===== src/rtl/tcr_pkg.sv =====
// Shared constants, codes and control structs for the threshold clip and reclassify block.
package tcr_pkg;

  localparam int SAMPLE_BITS  = 32;
  localparam int NUM_CLASSES  = 8;
  localparam int CLASS_IDX_W  = 3;
  localparam int CLASS_CNT_W  = 4;
  localparam int RULE_EN_W    = 3;
  localparam int RULE_W       = 2;
  localparam int CFG_IDX_W    = 3;
  localparam int CFG_DATA_W   = 32;

  // Input item kinds.
  localparam logic MODE_CLASSIFY = 1'b0;
  localparam logic MODE_WRITE    = 1'b1;

  // Bits of the rule enable register.
  localparam int EN_BELOW = 0;
  localparam int EN_CLASS = 1;
  localparam int EN_ABOVE = 2;

  typedef enum logic [RULE_W-1:0] {
    RULE_PASS  = 2'd0,
    RULE_ABOVE = 2'd1,
    RULE_BELOW = 2'd2,
    RULE_CLASS = 2'd3
  } rule_t;

  typedef enum logic [CFG_IDX_W-1:0] {
    CFG_RULE_ENABLES    = 3'd0,
    CFG_HIGH_LIMIT      = 3'd1,
    CFG_ABOVE_VALUE     = 3'd2,
    CFG_ABOVE_IS_NODATA = 3'd3,
    CFG_LOW_LIMIT       = 3'd4,
    CFG_BELOW_VALUE     = 3'd5,
    CFG_BELOW_IS_NODATA = 3'd6,
    CFG_CLASS_COUNT     = 3'd7
  } cfg_idx_t;

  typedef struct packed {
    logic tbl_wr;   // store the class entry of the accepted request
    logic capture;  // register the sample of the accepted request
    logic cmp;      // register the limit and range compares
    logic sel;      // choose the replacement and load the result register
  } tcr_cmd_t;

  typedef struct packed {
    logic out_free; // result register can take a new result this cycle
  } tcr_sts_t;

endpackage


===== src/rtl/tcr_ctrl.sv =====
// Controller state machine that sequences one request through compare and select.
module tcr_ctrl (
  input  logic              clk,
  input  logic              rst_n,
  input  logic              in_valid,
  input  logic              in_mode,
  output logic              in_stall,
  input  tcr_pkg::tcr_sts_t sts,
  output tcr_pkg::tcr_cmd_t cmd
);
  import tcr_pkg::*;

  typedef enum logic [2:0] {
    S_IDLE = 3'b001,
    S_CMP  = 3'b010,
    S_SEL  = 3'b100
  } state_t;

  state_t state_r, state_nxt;
  logic   accept;

  assign in_stall = (state_r != S_IDLE);
  assign accept   = in_valid && !in_stall;

  always_comb begin
    cmd.tbl_wr  = accept && (in_mode == MODE_WRITE);
    cmd.capture = accept && (in_mode == MODE_CLASSIFY);
    cmd.cmp     = (state_r == S_CMP);
    cmd.sel     = (state_r == S_SEL) && sts.out_free;
  end

  always_comb begin
    state_nxt = state_r;
    case (state_r)
      S_IDLE: begin
        if (cmd.capture) state_nxt = S_CMP;
      end
      S_CMP: begin
        state_nxt = S_SEL;
      end
      S_SEL: begin
        if (sts.out_free) state_nxt = S_IDLE;
      end
      default: begin
        state_nxt = S_IDLE;
      end
    endcase
  end

  always_ff @(posedge clk) begin
    if (!rst_n) begin
      state_r <= S_IDLE;
    end else begin
      state_r <= state_nxt;
    end
  end

`ifndef SYNTH
  a_capture_to_cmp: assert property (@(posedge clk) disable iff (!rst_n)
    cmd.capture |=> state_r == S_CMP)
    else $error("captured sample did not move to compare");

  a_cmp_to_sel: assert property (@(posedge clk) disable iff (!rst_n)
    state_r == S_CMP |=> state_r == S_SEL)
    else $error("compare did not move to select");

  a_sel_release: assert property (@(posedge clk) disable iff (!rst_n)
    (state_r == S_SEL) && sts.out_free |=> state_r == S_IDLE)
    else $error("select did not return to idle once the result was loaded");

  a_write_no_result: assert property (@(posedge clk) disable iff (!rst_n)
    cmd.tbl_wr |=> state_r == S_IDLE)
    else $error("table write started a classification");
`endif

endmodule


===== src/rtl/tcr_dp.sv =====
// Datapath: configuration registers, class table, compares and result register.
module tcr_dp (
  input  logic                                      clk,
  input  logic                                      rst_n,
  input  logic                                      cfg_we,
  input  logic [tcr_pkg::CFG_IDX_W-1:0]             cfg_index,
  input  logic [tcr_pkg::CFG_DATA_W-1:0]            cfg_wdata,
  input  logic signed [tcr_pkg::SAMPLE_BITS-1:0]    in_sample,
  input  logic                                      in_sample_nodata,
  input  logic [tcr_pkg::CLASS_IDX_W-1:0]           in_entry_index,
  input  logic signed [tcr_pkg::SAMPLE_BITS-1:0]    in_entry_low,
  input  logic signed [tcr_pkg::SAMPLE_BITS-1:0]    in_entry_high,
  input  logic signed [tcr_pkg::SAMPLE_BITS-1:0]    in_entry_value,
  input  logic                                      in_entry_value_nodata,
  output logic                                      out_valid,
  input  logic                                      out_stall,
  output logic signed [tcr_pkg::SAMPLE_BITS-1:0]    out_result_value,
  output logic                                      out_result_nodata,
  output logic [tcr_pkg::RULE_W-1:0]                out_rule_applied,
  output logic [tcr_pkg::CLASS_IDX_W-1:0]           out_class_hit,
  input  tcr_pkg::tcr_cmd_t                         cmd,
  output tcr_pkg::tcr_sts_t                         sts
);
  import tcr_pkg::*;

  // Configuration registers.
  logic [RULE_EN_W-1:0]          rule_en_r;
  logic signed [SAMPLE_BITS-1:0] high_limit_r;
  logic signed [SAMPLE_BITS-1:0] above_value_r;
  logic                          above_nd_r;
  logic signed [SAMPLE_BITS-1:0] low_limit_r;
  logic signed [SAMPLE_BITS-1:0] below_value_r;
  logic                          below_nd_r;
  logic [CLASS_CNT_W-1:0]        class_count_r;

  // Class table; each entry is compared at its own place.
  logic signed [SAMPLE_BITS-1:0] low_tbl_r   [NUM_CLASSES];
  logic signed [SAMPLE_BITS-1:0] high_tbl_r  [NUM_CLASSES];
  logic signed [SAMPLE_BITS-1:0] value_tbl_r [NUM_CLASSES];
  logic                          nd_tbl_r    [NUM_CLASSES];

  // Captured sample and registered compare results.
  logic signed [SAMPLE_BITS-1:0] samp_r;
  logic                          samp_nd_r;
  logic                          above_r;
  logic                          below_r;
  logic [NUM_CLASSES-1:0]        match_r;
  logic [NUM_CLASSES-1:0]        match_nxt;

  // Result register.
  logic                          out_valid_r;
  logic signed [SAMPLE_BITS-1:0] res_value_r;
  logic                          res_nd_r;
  logic [RULE_W-1:0]             res_rule_r;
  logic [CLASS_IDX_W-1:0]        res_hit_r;

  logic                          hit_any;
  logic [CLASS_IDX_W-1:0]        hit_idx;
  logic signed [SAMPLE_BITS-1:0] sel_value;
  logic                          sel_nd;
  rule_t                         sel_rule;
  logic [CLASS_IDX_W-1:0]        sel_hit;

  always_ff @(posedge clk) begin
    if (!rst_n) begin
      rule_en_r     <= '0;
      high_limit_r  <= '0;
      above_value_r <= '0;
      above_nd_r    <= 1'b0;
      low_limit_r   <= '0;
      below_value_r <= '0;
      below_nd_r    <= 1'b0;
      class_count_r <= '0;
    end else if (cfg_we) begin
      case (cfg_idx_t'(cfg_index))
        CFG_RULE_ENABLES:    rule_en_r     <= cfg_wdata[RULE_EN_W-1:0];
        CFG_HIGH_LIMIT:      high_limit_r  <= $signed(cfg_wdata[SAMPLE_BITS-1:0]);
        CFG_ABOVE_VALUE:     above_value_r <= $signed(cfg_wdata[SAMPLE_BITS-1:0]);
        CFG_ABOVE_IS_NODATA: above_nd_r    <= cfg_wdata[0];
        CFG_LOW_LIMIT:       low_limit_r   <= $signed(cfg_wdata[SAMPLE_BITS-1:0]);
        CFG_BELOW_VALUE:     below_value_r <= $signed(cfg_wdata[SAMPLE_BITS-1:0]);
        CFG_BELOW_IS_NODATA: below_nd_r    <= cfg_wdata[0];
        CFG_CLASS_COUNT:     class_count_r <= cfg_wdata[CLASS_CNT_W-1:0];
        default: begin
        end
      endcase
    end
  end

  always_ff @(posedge clk) begin
    if (cmd.tbl_wr) begin
      low_tbl_r[in_entry_index]   <= in_entry_low;
      high_tbl_r[in_entry_index]  <= in_entry_high;
      value_tbl_r[in_entry_index] <= in_entry_value;
      nd_tbl_r[in_entry_index]    <= in_entry_value_nodata;
    end
  end

  always_ff @(posedge clk) begin
    if (cmd.capture) begin
      samp_r    <= in_sample;
      samp_nd_r <= in_sample_nodata;
    end
  end

  // An entry takes part only below the class count; a count beyond the table
  // simply enables every entry.
  always_comb begin
    for (int k = 0; k < NUM_CLASSES; k++) begin
      match_nxt[k] = !samp_nd_r && rule_en_r[EN_CLASS]
                     && (CLASS_CNT_W'(k) < class_count_r)
                     && (samp_r >= low_tbl_r[k]) && (samp_r <= high_tbl_r[k]);
    end
  end

  always_ff @(posedge clk) begin
    if (cmd.cmp) begin
      above_r <= !samp_nd_r && rule_en_r[EN_ABOVE] && (samp_r > high_limit_r);
      below_r <= !samp_nd_r && rule_en_r[EN_BELOW] && (samp_r < low_limit_r);
      match_r <= match_nxt;
    end
  end

  // The lowest matching index wins.
  always_comb begin
    hit_any = 1'b0;
    hit_idx = '0;
    for (int k = NUM_CLASSES - 1; k >= 0; k--) begin
      if (match_r[k]) begin
        hit_any = 1'b1;
        hit_idx = CLASS_IDX_W'(k);
      end
    end
  end

  always_comb begin
    sel_value = samp_r;
    sel_nd    = samp_nd_r;
    sel_rule  = RULE_PASS;
    sel_hit   = '0;
    if (above_r) begin
      sel_value = above_value_r;
      sel_nd    = above_nd_r;
      sel_rule  = RULE_ABOVE;
    end else if (below_r) begin
      sel_value = below_value_r;
      sel_nd    = below_nd_r;
      sel_rule  = RULE_BELOW;
    end else if (hit_any) begin
      sel_value = value_tbl_r[hit_idx];
      sel_nd    = nd_tbl_r[hit_idx];
      sel_rule  = RULE_CLASS;
      sel_hit   = hit_idx;
    end
  end

  assign sts.out_free = !out_valid_r || !out_stall;

  always_ff @(posedge clk) begin
    if (!rst_n) begin
      out_valid_r <= 1'b0;
    end else if (cmd.sel) begin
      out_valid_r <= 1'b1;
    end else if (!out_stall) begin
      out_valid_r <= 1'b0;
    end
  end

  always_ff @(posedge clk) begin
    if (cmd.sel) begin
      res_value_r <= sel_value;
      res_nd_r    <= sel_nd;
      res_rule_r  <= sel_rule;
      res_hit_r   <= sel_hit;
    end
  end

  assign out_valid        = out_valid_r;
  assign out_result_value = res_value_r;
  assign out_result_nodata = res_nd_r;
  assign out_rule_applied = res_rule_r;
  assign out_class_hit    = res_hit_r;

`ifndef SYNTH
  a_hit_only_on_class: assert property (@(posedge clk) disable iff (!rst_n)
    out_valid_r && (res_rule_r != RULE_CLASS) |-> res_hit_r == '0)
    else $error("class index reported without a class match");

  a_sel_needs_room: assert property (@(posedge clk) disable iff (!rst_n)
    cmd.sel |-> !out_valid_r || !out_stall)
    else $error("result loaded over one still waiting");
`endif

endmodule


===== src/rtl/threshold_clip_reclassify.sv =====
// Top level of the threshold clip and reclassify block.
//
//   channel  direction  handshake            payload
//   in_      input      in_valid/in_stall    mode, sample, class table entry
//   out_     output     out_valid/out_stall  result value, no-data, rule, class index
//   cfg_     input      cfg_we               cfg_index, cfg_wdata
//
// A classify request is accepted when the block is idle and then passes three steps:
// capture, compare of limits and all class ranges, and select, which loads the output
// register once it is free; the next request is accepted when the block is idle again.
// A table write request is stored when accepted and gives no result.
// Reset is synchronous and zeroes only config and out_valid; the table is not cleared.
// A waiting result does not block acceptance; only a second result waits in select.
module threshold_clip_reclassify (
  input  logic                                   clk,
  input  logic                                   rst_n,
  input  logic                                   cfg_we,
  input  logic [tcr_pkg::CFG_IDX_W-1:0]          cfg_index,
  input  logic [tcr_pkg::CFG_DATA_W-1:0]         cfg_wdata,
  input  logic                                   in_valid,
  output logic                                   in_stall,
  input  logic                                   in_mode,
  input  logic signed [tcr_pkg::SAMPLE_BITS-1:0] in_sample,
  input  logic                                   in_sample_nodata,
  input  logic [tcr_pkg::CLASS_IDX_W-1:0]        in_entry_index,
  input  logic signed [tcr_pkg::SAMPLE_BITS-1:0] in_entry_low,
  input  logic signed [tcr_pkg::SAMPLE_BITS-1:0] in_entry_high,
  input  logic signed [tcr_pkg::SAMPLE_BITS-1:0] in_entry_value,
  input  logic                                   in_entry_value_nodata,
  output logic                                   out_valid,
  input  logic                                   out_stall,
  output logic signed [tcr_pkg::SAMPLE_BITS-1:0] out_result_value,
  output logic                                   out_result_nodata,
  output logic [tcr_pkg::RULE_W-1:0]             out_rule_applied,
  output logic [tcr_pkg::CLASS_IDX_W-1:0]        out_class_hit
);
  import tcr_pkg::*;

  tcr_cmd_t cmd;
  tcr_sts_t sts;

  tcr_ctrl u_ctrl (
    .clk      (clk),
    .rst_n    (rst_n),
    .in_valid (in_valid),
    .in_mode  (in_mode),
    .in_stall (in_stall),
    .sts      (sts),
    .cmd      (cmd)
  );

  tcr_dp u_dp (
    .clk                   (clk),
    .rst_n                 (rst_n),
    .cfg_we                (cfg_we),
    .cfg_index             (cfg_index),
    .cfg_wdata             (cfg_wdata),
    .in_sample             (in_sample),
    .in_sample_nodata      (in_sample_nodata),
    .in_entry_index        (in_entry_index),
    .in_entry_low          (in_entry_low),
    .in_entry_high         (in_entry_high),
    .in_entry_value        (in_entry_value),
    .in_entry_value_nodata (in_entry_value_nodata),
    .out_valid             (out_valid),
    .out_stall             (out_stall),
    .out_result_value      (out_result_value),
    .out_result_nodata     (out_result_nodata),
    .out_rule_applied      (out_rule_applied),
    .out_class_hit         (out_class_hit),
    .cmd                   (cmd),
    .sts                   (sts)
  );

endmodule

===== config.mk =====
export PLATFORM = sky130hd
export DESIGN_NAME = threshold_clip_reclassify
export DESIGN_NICKNAME = d
export VERILOG_FILES = /design/src/rtl/tcr_pkg.sv /design/src/rtl/tcr_ctrl.sv /design/src/rtl/tcr_dp.sv /design/src/rtl/threshold_clip_reclassify.sv
export SDC_FILE = /design/constraint.sdc
export NUM_CORES = 2
export LEC_CHECK = 0
export BUFFER_PORTS_ARGS = -buffer_cell sky130_fd_sc_hd__buf_4
export CAP_MARGIN = 10
export CORE_ASPECT_RATIO = 1.75
export CORE_MARGIN = 1
export CORE_UTILIZATION = 55
export DETAILED_ROUTE_END_ITERATION = 8
export PLACE_DENSITY = 0.72
export SLEW_MARGIN = 20
export SYNTH_ARGS = -nofsm -noshare
export SYNTH_HDL_FRONTEND = slang
export SYNTH_SLANG_ARGS = --single-unit

===== constraint.sdc =====
create_clock -name clk -period 26 [get_ports clk]
set_input_delay 3.9 -clock clk [delete_from_list [all_inputs] [get_ports clk]]
set_output_delay 3.9 -clock clk [all_outputs]
set_load 0.02 [all_outputs]

==> impl_results.md <==
- Status: complete, no violations
- Total Routing Usage GR: 30.08%
- Sw Ratio: 22.71%
- WP data required: 26.31 ns
- Area growth syn-to-layout: 12.67%
- Total number of vias: 31,660
- Drt pass-1 iters: 6
- Worst setup EP type: flop
- Relative slew margins: 24.06%
- Sequential share of the synthesized area: 58.98%
- Root buffer cell: clkbuf_16
- Post-placement cell area: 51,750 um2
- Post-Syn Area: 48,420 um2
- First-pass GRT wire length: 195.0 mm
- DRC violations left: 0
- Commonest non-fill, non-tap cell in the layout: edfxtp_1
- WL/cell: 24.66 um
- Vias per cell: around 6.0
- Leak pwr: 21.76 nW
- Largest net degree at the start of global routing: 100
- Fin crit share: between 20% and 30%
- Initial core utilization: 55.68%
- Nets: 4,828
- CTS Buf Count: 86
- Combinational power share: 6.5%
- RSZ-0062 raised after global routing: false
- Syn avg cell area: 12.77 um2
- Final Routed Wirelength: 131.0 mm
- Synth cell types: 74
- Synth Register Bits: 998
- Die height: 394.5 um
- Seq pwr share: between 50% and 60%
- CTS sink cnt: 998
- Startpoint Class: input port
- Final TNS setup: 0 ns
- Crit path max fanout: 49
- Synth Warn #: 0
- PD cells: 60.28 nW/um2
- CTS tree: built
- VDD IR max: 0.07122 mV
- Port buffer count: 213
- DPL Wire Length: between 80 and 90 mm
- Worst skew pair latency: 0.70 ns
- Die area: 89,270 um2
- Endpoints failing setup: 0
- Post-CTS setup buffers: 0
- Grt total ovfl: 0
- Post-Place Cells: 5,151
- H-Tree Depth: 3
- Syn Inst Count: roughly 3,800
- Post-synth EDFFs: between 800 and 900
- Post-synth ARST share: 0%
- Max_cap viols: 0
- Worst Setup Slack, final: 19.89 ns
- Pins Over Slew Limit: 0
- Worst-margin pin slew: 1.136 ns
- Layout Cells excl Fill: approximately 5,300
- Fmax: 0.1636 GHz
- Min-Delay Path Class: reg2reg
- Crit Path Class: in2reg
- Crit path DAT: roughly 6.4 ns
- Commonest cells after routing, fill and taps aside: 857 x edfxtp_1, 575 x ha_1, 572 x inv_1
- PostCTS Resize Cnt: 0
- Minimum clock period: around 6.1 ns
- Share of cells above drive strength 1: roughly 12%
- Maximum root-to-sink buffer count: 3
- Post-Layout Inst Area: between 50,000 and 60,000 um2
- Clock transition at path regs: 0.07 ns
- Gpl congestion: 0.8872
- Pre-CTS setup slack: approximately 19 ns
- Row count: 143
- Vias in the first global route: approximately 32,000
- Fin. Hold Viols: 0
- DRC violation total after the first TritonRoute iteration: 2,352
- Clock power frac: 39.8%
- Internal power: 2.541 mW
- Power Total: 3.288 mW
- Post-CTS Hold Buffers: 0
- Switching power: 0.7465 mW
- Synth Net Count: around 4,500
- Antenna Nets Post-Route: 0
- IO Count: 214
- Top FF cell, synth: edfxtp_1
- Placeable Area: 86,960 um2
- Final Skew: just over 0.02 ns
- DIE WIDTH: 226.3 um
- Initial antenna violation count: 5
## path summary, 6_finish.rpt
kind         slack, ns                                from                                 end  depth (start not counted)
min reg2reg       0.46  u_dp.above_value_r[6]$_SDFFE_PN0P_  u_dp.above_value_r[6]$_SDFFE_PN0P_                          2
min               0.46  u_dp.above_value_r[6]$_SDFFE_PN0P_  u_dp.above_value_r[6]$_SDFFE_PN0P_                          2
max reg2reg      21.52           u_dp.samp_r[27]$_DFFE_PP_           u_dp.match_r[4]$_DFFE_PP_                          9
max              19.89                            in_valid      u_dp.low_tbl_r[3][9]$_DFFE_PP_                          7
## stage by stage
stage,hold slack (ns),util [%]
5_1_grt,0.4862,62.72
2_1_floorplan,0.4435,-
3_3_place_gp,0.4497,59.51
4_1_cts,0.4664,62.72
3_5_place_dp,0.4575,59.51
6_report,0.4639,62.73
## critical path, cell delays in order
cell	delay [ns]
buf_4	0.08
inv_1	0.05
nor2_1	0.15
nand3_1	0.31
nor2_4	0.55
buf_4	0.60
buf_4	0.67
## registers in the layout, indices dropped and copies added, names as in the netlist, 32 cells and up
register	flops
u_dp.value_tbl_r	256
u_dp.high_limit_r	32
u_dp.out_result_value	32
u_dp.above_value_r	32
u_dp.low_tbl_r	256
u_dp.below_value_r	32
u_dp.samp_r	32
u_dp.low_limit_r	32
u_dp.high_tbl_r	256
## cell families (layout without fill, tap and decap cells)
family | after synthesis | after routing | share of synthesized area, %
mux | 78 | 78 | 3.323
compound gates | 711 | 711 | 10.05
simple gates | 773 | 773 | 7.549
other cells | 0 | 2 | 0
fa+ha+maj | 575 | 575 | 14.86
flops | 998 | 998 | 58.98
buf+inv | 652 | 1012 | 5.179
xor+xnor | 3 | 3 | 0.05428
## final cells by class
type	instances	area [um2]
tap	1160	1451
fill	6800	32410
timing repair buffer	281	2110
inverter	572	2147
antenna	2	5.005
multi-input combinational	2140	17480
sequential	998	28560
clock inverter	52	555.5
clock buffer	107	2241
## synth_stat cells, types with 10 or more instances
cell type | n | area, um2
a22oi_1 | 68 | 510.5
inv_1 | 572 | 2147
nor2_1 | 85 | 319.1
edfxtp_1 | 857 | 25730
a21o_1 | 72 | 540.5
o21ai_0 | 63 | 315.3
nand2_1 | 381 | 1430
mux4_2 | 66 | 1486
nor2b_1 | 32 | 200.2
nand3_1 | 51 | 255.2
a21boi_0 | 132 | 991.0
o211ai_1 | 58 | 435.4
nor4_1 | 18 | 112.6
nand4_1 | 110 | 688.2
nor3_1 | 24 | 120.1
clkbuf_1 | 60 | 225.2
o21a_1 | 20 | 150.1
ha_1 | 575 | 7194
o21bai_1 | 10 | 75.07
a211oi_1 | 33 | 247.7
a211o_1 | 14 | 122.6
a31oi_1 | 12 | 75.07
a21oi_1 | 162 | 810.8
nand2b_1 | 16 | 100.1
mux2i_1 | 10 | 100.1
a2111oi_0 | 12 | 105.1
dfxtp_1 | 141 | 2823
## layer usage
metal | up-vias | GRT usage (%) | routed length (um) | part of all wire (%)
li1 | 14510 | - | - | -
met1 | 15660 | 34.30 | 47630 | 36
met2 | 1165 | 52.76 | 66590 | 51
met3 | 318 | 4.809 | 8467 | 6.5
met4 | 8 | 17.57 | 8262 | 6.3
met5 | - | 0 | 55 | 0.042
## power groups by stage
stage	registers (mW)	logic, mW	clock network, mW
2_1_floorplan	1.81	0.0965	0
3_3_place_gp	1.80	0.206	0
3_5_place_dp	1.80	0.213	0
4_1_cts	1.76	0.215	1.32
5_1_grt	1.77	0.235	1.38
6_report	1.76	0.215	1.31
Note: power is estimated with default switching activity, not from simulation.
